$ cat src/hw/rtl/swf_pkg.sv
// Shared constants for the square waypoint follower: position format,
// angle constants, action codes and configuration register indexes.
// No dependencies.
`timescale 1ns / 1ps
`default_nettype none

package swf_pkg;

	localparam int POS_FRAC_BITS = 10;
	localparam int POS_WIDTH     = 20;

	localparam int SIDE_W  = 6;
	localparam int LAPS_W  = 8;
	localparam int TOL_W   = 14;
	localparam int RAD_W   = 12;
	localparam int SPEED_W = 8;
	localparam int ANG_W   = 9;
	localparam int HEAD_W  = 15;

	localparam int UNIT_W = SIDE_W + POS_FRAC_BITS;
	localparam int DIFF_W = ((UNIT_W + 1 > POS_WIDTH) ? UNIT_W + 1 : POS_WIDTH) + 1;
	localparam int SQ_W   = 2 * RAD_W;
	localparam int ERR_W  = 16;

	localparam int CFG_IDX_W  = 3;
	localparam int CFG_DATA_W = 14;

	localparam logic [HEAD_W-1:0] DEG360_H = 15'd23040;
	localparam logic [ERR_W-1:0]  DEG360   = 16'd23040;
	localparam logic [ERR_W-1:0]  DEG90    = 16'd5760;

	typedef logic [1:0] action_t;
	localparam action_t ACT_ADVANCE = 2'd0;
	localparam action_t ACT_TURN    = 2'd1;
	localparam action_t ACT_DRIVE   = 2'd2;
	localparam action_t ACT_FINISH  = 2'd3;

	typedef logic [CFG_IDX_W-1:0] cfg_idx_t;
	localparam cfg_idx_t REG_SIDE_LENGTH       = 3'd0;
	localparam cfg_idx_t REG_TARGET_LAPS       = 3'd1;
	localparam cfg_idx_t REG_HEADING_TOLERANCE = 3'd2;
	localparam cfg_idx_t REG_ARRIVAL_RADIUS    = 3'd3;
	localparam cfg_idx_t REG_DRIVE_SPEED       = 3'd4;
	localparam cfg_idx_t REG_TURN_SPEED        = 3'd5;

endpackage

`default_nettype wire

$ cat src/hw/rtl/square_waypoint_follower.sv
// Top level of the square waypoint follower: pose register, decision logic,
// corner and lap state, result register. Depends on swf_pkg.
//
//   channel  signals                                  direction
//   in       in_valid, in_stall, pos_x, pos_y, heading  pose beats in
//   out      out_valid, out_stall, action .. finished   result beats out
//   cfg      cfg_wr_en, cfg_index, cfg_data           register writes in
//
// One pose beat is accepted per cycle while in_stall is low; its result passes
// through the pose register and then the result register around the decision logic.
// Reset clears corner, lap count and held commands and loads register defaults.
// A stalled result holds the pose register; input stall rises only while both
// registers are full and the output is stalled.
`timescale 1ns / 1ps
`default_nettype none

module square_waypoint_follower
	import swf_pkg::*;
(
	input  wire logic                         clk,
	input  wire logic                         arst_n,
	input  wire logic                         in_valid,
	output logic                              in_stall,
	input  wire logic signed [POS_WIDTH-1:0]  pos_x,
	input  wire logic signed [POS_WIDTH-1:0]  pos_y,
	input  wire logic signed [HEAD_W-1:0]     heading,
	output logic                              out_valid,
	input  wire logic                         out_stall,
	output action_t                           action,
	output logic [SPEED_W-1:0]                linear_cmd,
	output logic signed [ANG_W-1:0]           angular_cmd,
	output logic [1:0]                        corner_now,
	output logic [LAPS_W-1:0]                 laps_now,
	output logic                              finished,
	input  wire logic                         cfg_wr_en,
	input  wire logic [CFG_IDX_W-1:0]         cfg_index,
	input  wire logic [CFG_DATA_W-1:0]        cfg_data
);

	logic [SIDE_W-1:0]  side_length_q;
	logic [LAPS_W-1:0]  target_laps_q;
	logic [TOL_W-1:0]   heading_tolerance_q;
	logic [RAD_W-1:0]   arrival_radius_q;
	logic [SPEED_W-1:0] drive_speed_q;
	logic [SPEED_W-1:0] turn_speed_q;

	logic [1:0]              corner_q;
	logic [LAPS_W-1:0]       laps_q;
	logic [SPEED_W-1:0]      held_linear_q;
	logic signed [ANG_W-1:0] held_angular_q;

	logic                        valid_s1;
	logic signed [POS_WIDTH-1:0] pos_x_s1;
	logic signed [POS_WIDTH-1:0] pos_y_s1;
	logic signed [HEAD_W-1:0]    heading_s1;

	logic advance_s1;
	logic load_s1;

	always_ff @(posedge clk or negedge arst_n) begin
		if (!arst_n) begin
			side_length_q       <= SIDE_W'(1);
			target_laps_q       <= LAPS_W'(1);
			heading_tolerance_q <= TOL_W'(32);
			arrival_radius_q    <= RAD_W'(72);
			drive_speed_q       <= SPEED_W'(22);
			turn_speed_q        <= SPEED_W'(20);
		end else if (cfg_wr_en) begin
			unique case (cfg_index)
				REG_SIDE_LENGTH:       side_length_q       <= cfg_data[SIDE_W-1:0];
				REG_TARGET_LAPS:       target_laps_q       <= cfg_data[LAPS_W-1:0];
				REG_HEADING_TOLERANCE: heading_tolerance_q <= cfg_data[TOL_W-1:0];
				REG_ARRIVAL_RADIUS:    arrival_radius_q    <= cfg_data[RAD_W-1:0];
				REG_DRIVE_SPEED:       drive_speed_q       <= cfg_data[SPEED_W-1:0];
				REG_TURN_SPEED:        turn_speed_q        <= cfg_data[SPEED_W-1:0];
				default: begin
				end
			endcase
		end
	end

	assign advance_s1 = valid_s1 && (!out_valid || !out_stall);
	assign in_stall   = valid_s1 && !advance_s1;
	assign load_s1    = in_valid && !in_stall;

	always_ff @(posedge clk or negedge arst_n) begin
		if (!arst_n) begin
			valid_s1 <= 1'b0;
		end else if (load_s1) begin
			valid_s1 <= 1'b1;
		end else if (advance_s1) begin
			valid_s1 <= 1'b0;
		end
	end

	always_ff @(posedge clk) begin
		if (load_s1) begin
			pos_x_s1   <= pos_x;
			pos_y_s1   <= pos_y;
			heading_s1 <= heading;
		end
	end

	logic [UNIT_W-1:0]       unit;
	logic signed [DIFF_W-1:0] goal_x, goal_y, px_w, py_w, diff_x, diff_y;
	logic [DIFF_W-1:0]       abs_x, abs_y, rad_w;
	logic [SQ_W-1:0]         sq_x, sq_y, sq_r;
	logic [SQ_W:0]           sq_sum;
	logic                    near;

	assign unit   = {side_length_q, {POS_FRAC_BITS{1'b0}}};
	assign goal_x = (corner_q == 2'd0 || corner_q == 2'd1) ? DIFF_W'(unit) : '0;
	assign goal_y = (corner_q == 2'd1 || corner_q == 2'd2) ? DIFF_W'(unit) : '0;
	assign px_w   = {{(DIFF_W - POS_WIDTH){pos_x_s1[POS_WIDTH-1]}}, pos_x_s1};
	assign py_w   = {{(DIFF_W - POS_WIDTH){pos_y_s1[POS_WIDTH-1]}}, pos_y_s1};
	assign diff_x = goal_x - px_w;
	assign diff_y = goal_y - py_w;
	assign abs_x  = diff_x[DIFF_W-1] ? DIFF_W'(-diff_x) : DIFF_W'(diff_x);
	assign abs_y  = diff_y[DIFF_W-1] ? DIFF_W'(-diff_y) : DIFF_W'(diff_y);
	assign rad_w  = DIFF_W'(arrival_radius_q);

	assign sq_x   = abs_x[RAD_W-1:0] * abs_x[RAD_W-1:0];
	assign sq_y   = abs_y[RAD_W-1:0] * abs_y[RAD_W-1:0];
	assign sq_r   = arrival_radius_q * arrival_radius_q;
	assign sq_sum = {1'b0, sq_x} + {1'b0, sq_y};
	assign near   = (abs_x < rad_w) && (abs_y < rad_w) && (sq_sum < {1'b0, sq_r});

	logic [HEAD_W-1:0]       yaw;
	logic signed [ERR_W-1:0] err_raw;
	logic [ERR_W-1:0]        target_ang, err, err_rev, tol_w;
	logic                    facing;

	assign yaw        = heading_s1[HEAD_W-1] ? HEAD_W'(heading_s1) + DEG360_H
	                                         : HEAD_W'(heading_s1);
	assign target_ang = ERR_W'(corner_q) * DEG90;
	assign err_raw    = $signed(target_ang) - $signed(ERR_W'(yaw));
	assign err        = err_raw[ERR_W-1] ? ERR_W'(err_raw) + DEG360 : ERR_W'(err_raw);
	assign err_rev    = DEG360 - err;
	assign tol_w      = ERR_W'(heading_tolerance_q);
	assign facing     = (err < tol_w) || (err_rev < tol_w);

	action_t                 act_n;
	logic [1:0]              corner_n;
	logic [LAPS_W-1:0]       laps_n;
	logic [SPEED_W-1:0]      linear_n;
	logic signed [ANG_W-1:0] angular_n;
	logic signed [ANG_W-1:0] turn_pos;

	assign turn_pos = $signed({1'b0, turn_speed_q});

	always_comb begin
		act_n     = ACT_DRIVE;
		corner_n  = corner_q;
		laps_n    = laps_q;
		linear_n  = held_linear_q;
		angular_n = held_angular_q;
		priority if (laps_q == target_laps_q) begin
			act_n = ACT_FINISH;
		end else if (near) begin
			act_n    = ACT_ADVANCE;
			corner_n = corner_q + 2'd1;
			if (corner_q == 2'd3) begin
				laps_n = laps_q + LAPS_W'(1);
			end
		end else if (!facing) begin
			act_n     = ACT_TURN;
			linear_n  = '0;
			angular_n = (err_rev < DEG90) ? -turn_pos : turn_pos;
		end else begin
			act_n     = ACT_DRIVE;
			linear_n  = drive_speed_q;
			angular_n = '0;
		end
	end

	always_ff @(posedge clk or negedge arst_n) begin
		if (!arst_n) begin
			corner_q       <= '0;
			laps_q         <= '0;
			held_linear_q  <= '0;
			held_angular_q <= '0;
			out_valid      <= 1'b0;
		end else begin
			if (advance_s1) begin
				corner_q       <= corner_n;
				laps_q         <= laps_n;
				held_linear_q  <= linear_n;
				held_angular_q <= angular_n;
				out_valid      <= 1'b1;
			end else if (!out_stall) begin
				out_valid <= 1'b0;
			end
		end
	end

	always_ff @(posedge clk) begin
		if (advance_s1) begin
			action      <= act_n;
			linear_cmd  <= linear_n;
			angular_cmd <= angular_n;
			corner_now  <= corner_n;
			laps_now    <= laps_n;
			finished    <= (act_n == ACT_FINISH);
		end
	end

`ifndef ASSERT_OFF
	a_finish_flag: assert property (@(posedge clk) disable iff (!arst_n)
		out_valid |-> (finished == (action == ACT_FINISH)))
		else $error("finished flag disagrees with action");

	a_corner_step: assert property (@(posedge clk) disable iff (!arst_n)
		(advance_s1 && act_n == ACT_ADVANCE) |=> (corner_q == $past(corner_q) + 2'd1))
		else $error("corner did not step on advance");

	a_lap_on_wrap: assert property (@(posedge clk) disable iff (!arst_n)
		(laps_q != $past(laps_q)) |-> (corner_q == 2'd0))
		else $error("lap counted away from the first corner");

	a_turn_stops: assert property (@(posedge clk) disable iff (!arst_n)
		(out_valid && action == ACT_TURN) |-> (linear_cmd == '0))
		else $error("forward command while turning");

	a_stall_full: assert property (@(posedge clk) disable iff (!arst_n)
		in_stall |-> (valid_s1 && out_valid))
		else $error("input stalled with room in the pipeline");
`endif

endmodule

`default_nettype wire

$ cat config.mk
export PLATFORM = sky130hd
export DESIGN_NAME = square_waypoint_follower
export DESIGN_NICKNAME = d
export VERILOG_FILES = /design/src/hw/rtl/swf_pkg.sv /design/src/hw/rtl/square_waypoint_follower.sv
export SDC_FILE = /design/constraint.sdc
export NUM_CORES = 1
export LEC_CHECK = 0
export ABC_AREA = 1
export BUFFER_PORTS_ARGS = -buffer_cell sky130_fd_sc_hd__buf_4
export CORE_MARGIN = 8
export CORE_UTILIZATION = 40
export DETAILED_ROUTE_END_ITERATION = 16
export PLACE_DENSITY = 0.65
export REMOVE_ABC_BUFFERS = 1
export SYNTH_ARGS = -nofsm -noshare
export SYNTH_HDL_FRONTEND = slang
export SYNTH_SLANG_ARGS = --single-unit
$ cat constraint.sdc
create_clock -name clk -period 11.6 [get_ports clk]
set_clock_uncertainty 0.05 [all_clocks]
set_input_delay 1.16 -clock clk [delete_from_list [all_inputs] [get_ports clk]]
set_output_delay 1.16 -clock clk [all_outputs]
set_load 0.02 [all_outputs]
[After elaboration in Yosys (flattened, before gate mapping)]
Cells that the tools add are included.
Word-level totals
  register bits: 170
  input bits: 77
Operators by class
  magnitude comparators: 6
  reduce and logical (&&, ||, !) cells: 22
  $mul: 4
  equal/unequal tests: 11
  add/subtract/negate cells: 12
  multiplexer cells: 25
Operators with widths (count)
  12-bit by 12-bit multiplier with 24-bit output: 3
  16-bit 2-to-1 mux: 3
  8-bit 2-to-1 mux: 6
  21-bit by 12-bit < comparator with 1-bit output: 2
  21-bit 2-to-1 mux: 2
  21-bit negation: 2
  17-bit by 20-bit subtractor with 21-bit output: 2
  9-bit 2-to-1 mux: 4
  16-bit by 14-bit < comparator with 1-bit output: 2
  24-bit by 24-bit adder with 25-bit output: 1
  25-bit by 24-bit < comparator with 1-bit output: 1
  16-bit by 15-bit adder with 16-bit output, second input constant: 1
  16-bit by 13-bit < comparator with 1-bit output, second input constant: 1
  15-bit by 15-bit subtractor with 16-bit output: 1
  15-bit by 16-bit subtractor with 16-bit output, first input constant: 1
  15-bit adder, second input constant: 1
  15-bit 2-to-1 mux: 1
  2-bit AND reduction: 6
  2-bit 2-to-1 mux: 5
  8-bit negation with 9-bit output: 1
  8-bit by 1-bit adder with 8-bit output, second input constant: 1
  8-bit equality test: 1
  2-bit by 6-bit multiplier with 8-bit output, second input constant: 1
  2-bit equality test, second input constant: 3
  other kinds (13): 28

[Logic depth before layout (Yosys ltp)]
Gate-level depths: netlist (run 1).
  word-level depth: 13
  mapped depth: 66
  mapped depth without buffers: 62

[Worst setup path before layout (run 1)]
Ideal clock, no wire load.
  path type: reg-to-reg
  from: register corner_q[0]
  to: register linear_cmd[6], data pin
  setup time: 0.251 ns
  clock period less this slack: 10.597 ns
  arrival time: 10.296 ns
  path slack: 1.003 ns
  stages on the path, launching flop included: 56
  cells stage by stage: dfrtp_1 -> inv_1 -> ha_1 -> clkbuf_1 -> nand2_1 -> inv_1 -> ha_1 -> a21o_1 -> and2_1 -> nor2_2 -> nand2_2 -> a21oi_4 -> buf_4 -> buf_4 -> inv_2 -> nor2_1 -> xor2_1 -> nor2_1 -> [... 20 more ...] -> a31oi_1 -> o21ai_0 -> a21oi_1 -> o21bai_1 -> xor2_1 -> ha_1 -> or3_1 -> a21oi_1 -> nand4_1 -> nor2_1 -> nand3_1 -> inv_1 -> nand2_4 -> nand2_8 -> buf_12 -> nand2_1 -> nand2_1 -> inv_1
On the way
  longest elaborated chain between the ends: 12
Ends and longest elaborated chain
  start: declaration: line square_waypoint_follower.sv:47  | logic [1:0] corner_q;
  start signal: assignment: line square_waypoint_follower.sv:185  | corner_q <= corner_n;
  2-bit by 1-bit equality test with 1-bit output (tied with other cells): line square_waypoint_follower.sv:112, square_waypoint_follower.sv:113
  1-bit logical OR (on tied branches): line square_waypoint_follower.sv:112, square_waypoint_follower.sv:113
  16-bit 2-to-1 mux (on tied branches): line square_waypoint_follower.sv:112, square_waypoint_follower.sv:113
  17-bit by 20-bit subtractor with 21-bit output (on tied branches): line square_waypoint_follower.sv:116, square_waypoint_follower.sv:117
  21-bit negation (on tied branches): line square_waypoint_follower.sv:118, square_waypoint_follower.sv:119
  21-bit 2-to-1 mux (on tied branches): line square_waypoint_follower.sv:118, square_waypoint_follower.sv:119
  12-bit by 12-bit multiplier with 24-bit output (on tied branches): line square_waypoint_follower.sv:122, square_waypoint_follower.sv:123
  24-bit by 24-bit adder with 25-bit output: line square_waypoint_follower.sv:125  | assign sq_sum = {1'b0, sq_x} + {1'b0, sq_y};
  25-bit by 24-bit < comparator with 1-bit output: line square_waypoint_follower.sv:126  | assign near = (abs_x < rad_w) && (abs_y < rad_w) && (sq_sum < {1'b0, sq_r});
  1-bit logical AND: line square_waypoint_follower.sv:126
  8-bit 2-to-1 mux *: line square_waypoint_follower.sv:159  | end else if (near) begin
  8-bit 2-to-1 mux *: line square_waypoint_follower.sv:157  | priority if (laps_q == target_laps_q) begin
  net linear_n[6]: line square_waypoint_follower.sv:145  | logic [SPEED_W-1:0] linear_n;
  end signal: assignment: line square_waypoint_follower.sv:199  | linear_cmd <= linear_n;
  end: declaration: line square_waypoint_follower.sv:30  | output logic [SPEED_W-1:0] linear_cmd,
Mark *: on every way through the listed nets, which the timed path passes. The rest lies on a longest branch.
A chain may end at the register's enable or synchronous reset.

[Worst setup path in the final report (run 1)]
  from: register corner_q[0]
  to: register held_angular_q[0]
On the way
  longest elaborated chain between the ends: 12
Ends and longest elaborated chain
  2-bit by 1-bit equality test with 1-bit output (tied with other cells): line square_waypoint_follower.sv:112, square_waypoint_follower.sv:113
  1-bit logical OR (on tied branches): line square_waypoint_follower.sv:112, square_waypoint_follower.sv:113
  16-bit 2-to-1 mux (on tied branches): line square_waypoint_follower.sv:112, square_waypoint_follower.sv:113
  17-bit by 20-bit subtractor with 21-bit output (on tied branches): line square_waypoint_follower.sv:116, square_waypoint_follower.sv:117
  21-bit negation (on tied branches): line square_waypoint_follower.sv:118, square_waypoint_follower.sv:119
  21-bit 2-to-1 mux (on tied branches): line square_waypoint_follower.sv:118, square_waypoint_follower.sv:119
  12-bit by 12-bit multiplier with 24-bit output (on tied branches): line square_waypoint_follower.sv:122, square_waypoint_follower.sv:123
  24-bit by 24-bit adder with 25-bit output: line square_waypoint_follower.sv:125
  25-bit by 24-bit < comparator with 1-bit output: line square_waypoint_follower.sv:126
  1-bit logical AND: line square_waypoint_follower.sv:126
  9-bit 2-to-1 mux *: line square_waypoint_follower.sv:159
  9-bit 2-to-1 mux *: line square_waypoint_follower.sv:157
  net angular_n[0]: line square_waypoint_follower.sv:146  | logic signed [ANG_W-1:0] angular_n;
  end signal: assignment: line square_waypoint_follower.sv:188  | held_angular_q <= angular_n;
  end: declaration: line square_waypoint_follower.sv:50  | logic signed [ANG_W-1:0] held_angular_q;
Marks and branches as above.

==> results of run 1 <==
[timing repair]
item	in CTS	in global routing
gates resized for setup	0	33
buffers inserted	0	2
endpoints found under the setup margin	0	56
[flip-flops by register name, indices dropped and copies added, names as in the netlist, 2 cells and up]
| register | flops |
|---|---|
| laps_q | 8 |
| corner_q | 2 |
| pos_x_s1 | 20 |
| pos_y_s1 | 20 |
| side_length_q | 6 |
| arrival_radius_q | 12 |
| held_linear_q | 8 |
| corner_now | 2 |
| linear_cmd | 8 |
| heading_tolerance_q | 14 |
| drive_speed_q | 8 |
| heading_s1 | 15 |
| laps_now | 8 |
| angular_cmd | 9 |
| target_laps_q | 8 |
| held_angular_q | 9 |
| turn_speed_q | 8 |
| action | 2 |
[synth_stat cells (2+ instances only)]
library cell  number  area share
a211oi_1           3     0.00092
a21boi_0           6      0.0018
a21o_1             6      0.0018
a21oi_1           88       0.018
a31oi_1            3     0.00077
and2_1             6      0.0015
buf_4              5      0.0015
buf_6              2     0.00092
clkbuf_1          35      0.0054
clkinv_1           2     0.00031
dfrtp_1           75       0.077
dfstp_2           10       0.011
edfxtp_1          85        0.10
fa_1             279        0.23
ha_1             266        0.14
inv_1            734        0.11
inv_2             11      0.0017
nand2_1          747        0.12
nand2_2           38      0.0098
nand2_4            4      0.0018
nand3_1          137       0.028
nand3_2            6      0.0025
nand3b_1          14      0.0043
nand4_1           24      0.0062
nor2_1           250       0.039
nor2_2            15      0.0039
nor2_4            11      0.0051
nor3_1            25      0.0051
nor3b_1            4      0.0012
o211ai_1           4      0.0012
o21ai_0          110       0.023
o21ai_1            9      0.0018
o21bai_1           5      0.0015
o31ai_1            2     0.00062
or2_2              9      0.0023
xnor2_1           30       0.011
xor2_1            58       0.021
xor2_2             2      0.0013
[through the flow]
stage	cell area, um2	util	instances	setup WS (ns)	hold slack, ns
floorplan	24100	-	3095	0.615	0.403
global placement	26200	0.435	4023	0.113	0.417
detailed placement	26200	0.435	4023	0.0741	0.423
CTS	26800	0.445	4055	0.0380	0.442
global route	27000	0.448	4058	0.0179	0.459
finish	27000	0.448	4058	0.637	0.442
[cell families (layout without fill, tap and decap cells)]
kind of cell               count (synthesis)  after routing
DFF                                      170            170
and+or+nand+nor                         1297           1297
muxes                                      1              1
AOI/OAI and AO/OA                        244            244
adders and majority gates                545            545
buffers and inverters                    793            929
xor gates and xnor gates                  90             90
[worst max-delay path, delay by kind of cell (launching register included)]
family                   cells  cell delay [ns]
adder cells (fa/ha/maj)     11             4.89
AND/OR/NAND/NOR             21             2.34
AO/OA/AOI/OAI               10             1.58
buffers and inverters       13             1.33
flip-flops                   1             0.46
XOR/XNOR                     1             0.15
[cell type report]
| type | count | area share |
|---|---|---|
| multi-input cells | 2177 | 0.621 |
| flip-flops and latches | 170 | 0.174 |
| inverters | 748 | 0.104 |
| repair buffers | 149 | 0.0421 |
| well taps | 782 | 0.0363 |
| clock buffers | 17 | 0.0158 |
| clock inverters | 15 | 0.00705 |
[worst min path at each step]
| stage | startpoint | end | slack, ns | depth (start not counted) |
|---|---|---|---|---|
| after global placement | drive_speed_q[3] | drive_speed_q[3] | 0.42 | 2 |
| after global routing | heading_tolerance_q[5] | heading_tolerance_q[5] | 0.46 | 2 |
| after CTS | drive_speed_q[3] | drive_speed_q[3] | 0.44 | 2 |
| after detailed placement | drive_speed_q[3] | drive_speed_q[3] | 0.42 | 2 |
| after floorplan | heading_tolerance_q[0] | heading_tolerance_q[0] | 0.40 | 2 |
| final | drive_speed_q[3] | drive_speed_q[3] | 0.44 | 2 |
[per-layer routing]
layer	wire, um	up-vias
met4	1650	0
met1	25300	9150
met3	2720	83
li1	-	9786
met2	28400	403
met5	0	-
==> impl_metrics.tcl, run 1 <==
set metrics [dict create \
    grt_overflow 0 \
    clk_latency_ns 0.46 \
    min_path_type "reg -> reg" \
    vias 19422 \
    core_area_mm2 0.0602 \
    synthToLayoutAreaGrowth_pct 10.7 \
    cp_common_cell "inv_1" \
    via_per_inst 4.79 \
    antenna_found_initial 0 \
    dieWidth_um 263 \
    muxShareOfSynthArea 0.000411 \
    synthCells 3140 \
    cts_tree "yes" \
    layout.nets 3885 \
    synth_top_family_by_area "adder cells" \
    row_count 90 \
    ant_nets 0 \
    fp.dieH_um 263 \
    clk_pin_slew_ns 0.08 \
    insertedDiodeCount 0 \
    slowest_delay_ns 0.57 \
    wl_per_cell_um 14.3 \
    cts.sinks 170 \
    fin_crit_sh 0.945 \
    yosys_warnings 0 \
    async_flop_share 0.500 \
    dr.pass1.iters 7 \
    r2r_start "corner_q[0]" \
    cp.required_ns 11.88 \
    worst-path-max-fanout 19 \
    drcViolationCount 0 \
    max_slew_margin 0.284 \
    crit_path_end "held_angular_q[0]" \
    startpoint_type "flop" \
    ios 109 \
    port-buffer-count 108 \
    drive_above_1_share 0.0974 \
    synth_flop_cell "edfxtp_1" \
    synth_compound_area_frac 0.0552 \
    grt_max_degree 72 \
    synth-simple-area-share 0.228 \
    mostFrequentLayoutCell "nand2_1" \
    yosys.cell_types.count 58 \
    fillers 6034 \
    htreeDepth 4 \
    reg2reg_setup_slack_ns 0.64 \
    r2r_cells 56 \
    grt_use_met1 0.215 \
    cts-root-buf "clkbuf_16" \
    cp-startpoint "corner_q[0]" \
    busiest_layer "met2" \
    max_freq_mhz 91.2 \
    grt_pass1_wl_mm 97.4 \
    tightest_slew_ns 1.07 \
    start_util 0.404 \
    grt_pass1_vias 19618 \
    min_period_ns 10.96 \
    hold_viol_final 0 \
    first_iter_violations 1007 \
    met3_usage 0.0255 \
    dp_hpwl_mm 48.5 \
    numCtsBuffers 17 \
    seq_area_mm2 0.00469 \
    avgSynthCellArea_um2 7.76 \
    synth-seq-cells 170 \
    drv_cap 0 \
    crit_path_end_kind "flop" \
    synth_area_mm2 0.0244 \
    grt_use_met2 0.300 \
    dieArea_mm2 0.0690 \
    worstPathArrival_ns 11.25 \
    status "finished clean" \
    routabilityCongestion 0.916 \
    layout_common_cells "nand2_1 (745), inv_1 (730), fa_1 (279)" \
    tns_ns 0 \
    reg2reg_to "held_angular_q[0]" \
    synth-xor-area-share 0.0330 \
    synth-adder-area-share 0.366 \
    path_class "reg -> reg" \
    track_usage 0.171 \
    clk_path_buf_depth 2 \
    crit_path_top_delay_cell "fa_1" \
    ys_seq_area_frac 0.193 \
    synth_edf_count 85 \
    wirelength_mm 58.0 \
    ctsHoldBuffers 0 \
    multi_input_area_mm2 0.0167 \
    setup_viol 0 \
    rsz0062_at_grt "no" \
    slew_viol_final 0 \
]
Power of run 1 is left out: the tool's default activity adds up to more than one toggle a clock period on the data nets, which glitch-free logic cannot reach.
==> inputs of run 2 (changes only) <==
--- a/config.mk
+++ b/config.mk
@@ -7,8 +7,9 @@
 export LEC_CHECK = 0
 export ABC_AREA = 1
 export BUFFER_PORTS_ARGS = -buffer_cell sky130_fd_sc_hd__buf_4
-export CORE_MARGIN = 8
+export CORE_MARGIN = 3
 export CORE_UTILIZATION = 40
+export CTS_CLUSTER_DIAMETER = 40
 export DETAILED_ROUTE_END_ITERATION = 16
 export PLACE_DENSITY = 0.65
 export REMOVE_ABC_BUFFERS = 1
==> impl_metrics.tcl, run 2 (synthesis gave the netlist of run 1 again) <==
set metrics [dict create \
    status "finished clean" \
    layout.nets 3889 \
    ctsHoldBuffers 0 \
    insertedDiodeCount 0 \
    core_area_mm2 0.0596 \
    r2r_cells 53 \
    ios 109 \
    multi_input_area_mm2 0.0168 \
    cts.sinks 170 \
    reg_top3 "pos_x_s1 x20, pos_y_s1 x20, heading_s1 x15" \
    dr.pass1.iters 5 \
    ant_nets 0 \
    synthToLayoutAreaGrowth_pct 10.9 \
    row_count 89 \
    cp_common_cell "nand2_1" \
    numCtsBuffers 17 \
    clk_latency_ns 0.45 \
    min_path_type "reg -> reg" \
    cp.depth 53 \
    drcViolationCount 0 \
    grt_pass1_wl_mm 95.7 \
    clk_path_buf_depth 2 \
    max_freq_mhz 92.7 \
    drv_cap 0 \
    port-buffer-count 108 \
    crit_path_end "linear_cmd[2]" \
    path_class "reg -> reg" \
    drive_above_1_share 0.100 \
    mostFrequentLayoutCell "nand2_1" \
    htreeDepth 4 \
    track_usage 0.187 \
    cp.required_ns 11.77 \
    fin_crit_sh 0.930 \
    grt_pass1_vias 19349 \
    seq_area_mm2 0.00469 \
    wl_per_cell_um 14.1 \
    routabilityCongestion 0.947 \
    reg2reg_to "linear_cmd[2]" \
    worstPathArrival_ns 10.96 \
    place_inst 4013 \
    crit_family "adder cells" \
    critPathBufInv 9 \
    vias 19306 \
    min_period_ns 10.79 \
    startpoint_type "flop" \
    slew_viol_final 0 \
    layout_common_cells "nand2_1 (744), inv_1 (730), fa_1 (279)" \
    reg2reg_setup_slack_ns 0.81 \
    placed_area_mm2 0.0262 \
    r2r_start "corner_q[1]" \
    final_cell_area_mm2 0.0270 \
    hold_viol_final 0 \
    grt_overflow 0 \
    grt_max_degree 66 \
    fillers 5921 \
    fp.dieH_um 253 \
    dieWidth_um 253 \
    max_slew_margin 0.253 \
    cp-startpoint "corner_q[1]" \
    wirelength_mm 57.2 \
    slowest_delay_ns 0.57 \
    cts-root-buf "clkbuf_16" \
    antenna_found_initial 1 \
    first_iter_violations 1073 \
    crit_path_top_delay_cell "fa_1" \
    crit_path_end_kind "flop" \
    via_per_inst 4.76 \
    setup_viol 0 \
    dp_hpwl_mm 47.9 \
    clk_pin_slew_ns 0.08 \
    final_cells 4053 \
    tightest_slew_ns 1.12 \
    start_util 0.409 \
    dieArea_mm2 0.0639 \
    worst-path-max-fanout 17 \
    cts_tree "yes" \
]
## run 2: repair_timing
action,CTS,global route
gates resized for setup,0,37
buffers inserted,0,7
hold endpoints to repair,0,0
endpoints found under the setup margin,0,56
## run 2: how the worst min path moves through the flow
stage,startpoint,to,depth (start not counted)
after floorplan,heading_tolerance_q[0],heading_tolerance_q[0],2
after global placement,held_linear_q[7],held_linear_q[7],2
after detailed placement,held_linear_q[7],held_linear_q[7],2
after CTS,held_linear_q[7],held_linear_q[7],2
after global routing,heading_tolerance_q[5],heading_tolerance_q[5],2
final,held_linear_q[7],held_linear_q[7],2
## run 2: stage by stage
| stage | hold WS [ns] | util | TNS, ns | setup WS (ns) |
|---|---|---|---|---|
| 2_1_floorplan | 0.403 | - | 0 | 0.615 |
| 3_3_place_gp | 0.416 | 0.440 | 0 | 0.197 |
| 3_5_place_dp | 0.419 | 0.440 | 0 | 0.102 |
| 4_1_cts | 0.438 | 0.450 | 0 | 0.108 |
| 5_1_grt | 0.467 | 0.453 | -0.0103 | -0.0103 |
| 6_report | 0.437 | 0.453 | 0 | 0.808 |
## run 2: final cells by class
cell class	count	share of cell area
multi-input cells	2177	0.620
flip-flops and latches	170	0.174
inverters	748	0.104
repair buffers	152	0.0430
well taps	773	0.0358
clock buffers	18	0.0163
clock inverters	14	0.00630
repair inverters	1	0.000185
## run 2: layer usage
metal | up-vias | global-route usage | share of wire
met1 | 9067 | 0.246 | 0.45
met2 | 376 | 0.324 | 0.48
li1 | 9797 | - | -
met3 | 64 | 0.0232 | 0.043
met5 | - | 0 | 0.00023
met4 | 2 | 0.0519 | 0.024
## run 2: worst min-delay path, cell delays in order, from the launching register on
cell	delay, ns
dfrtp_1	0.35
nand2_1	0.06
o21ai_2	0.05
Power of run 2 is left out for the same reason.
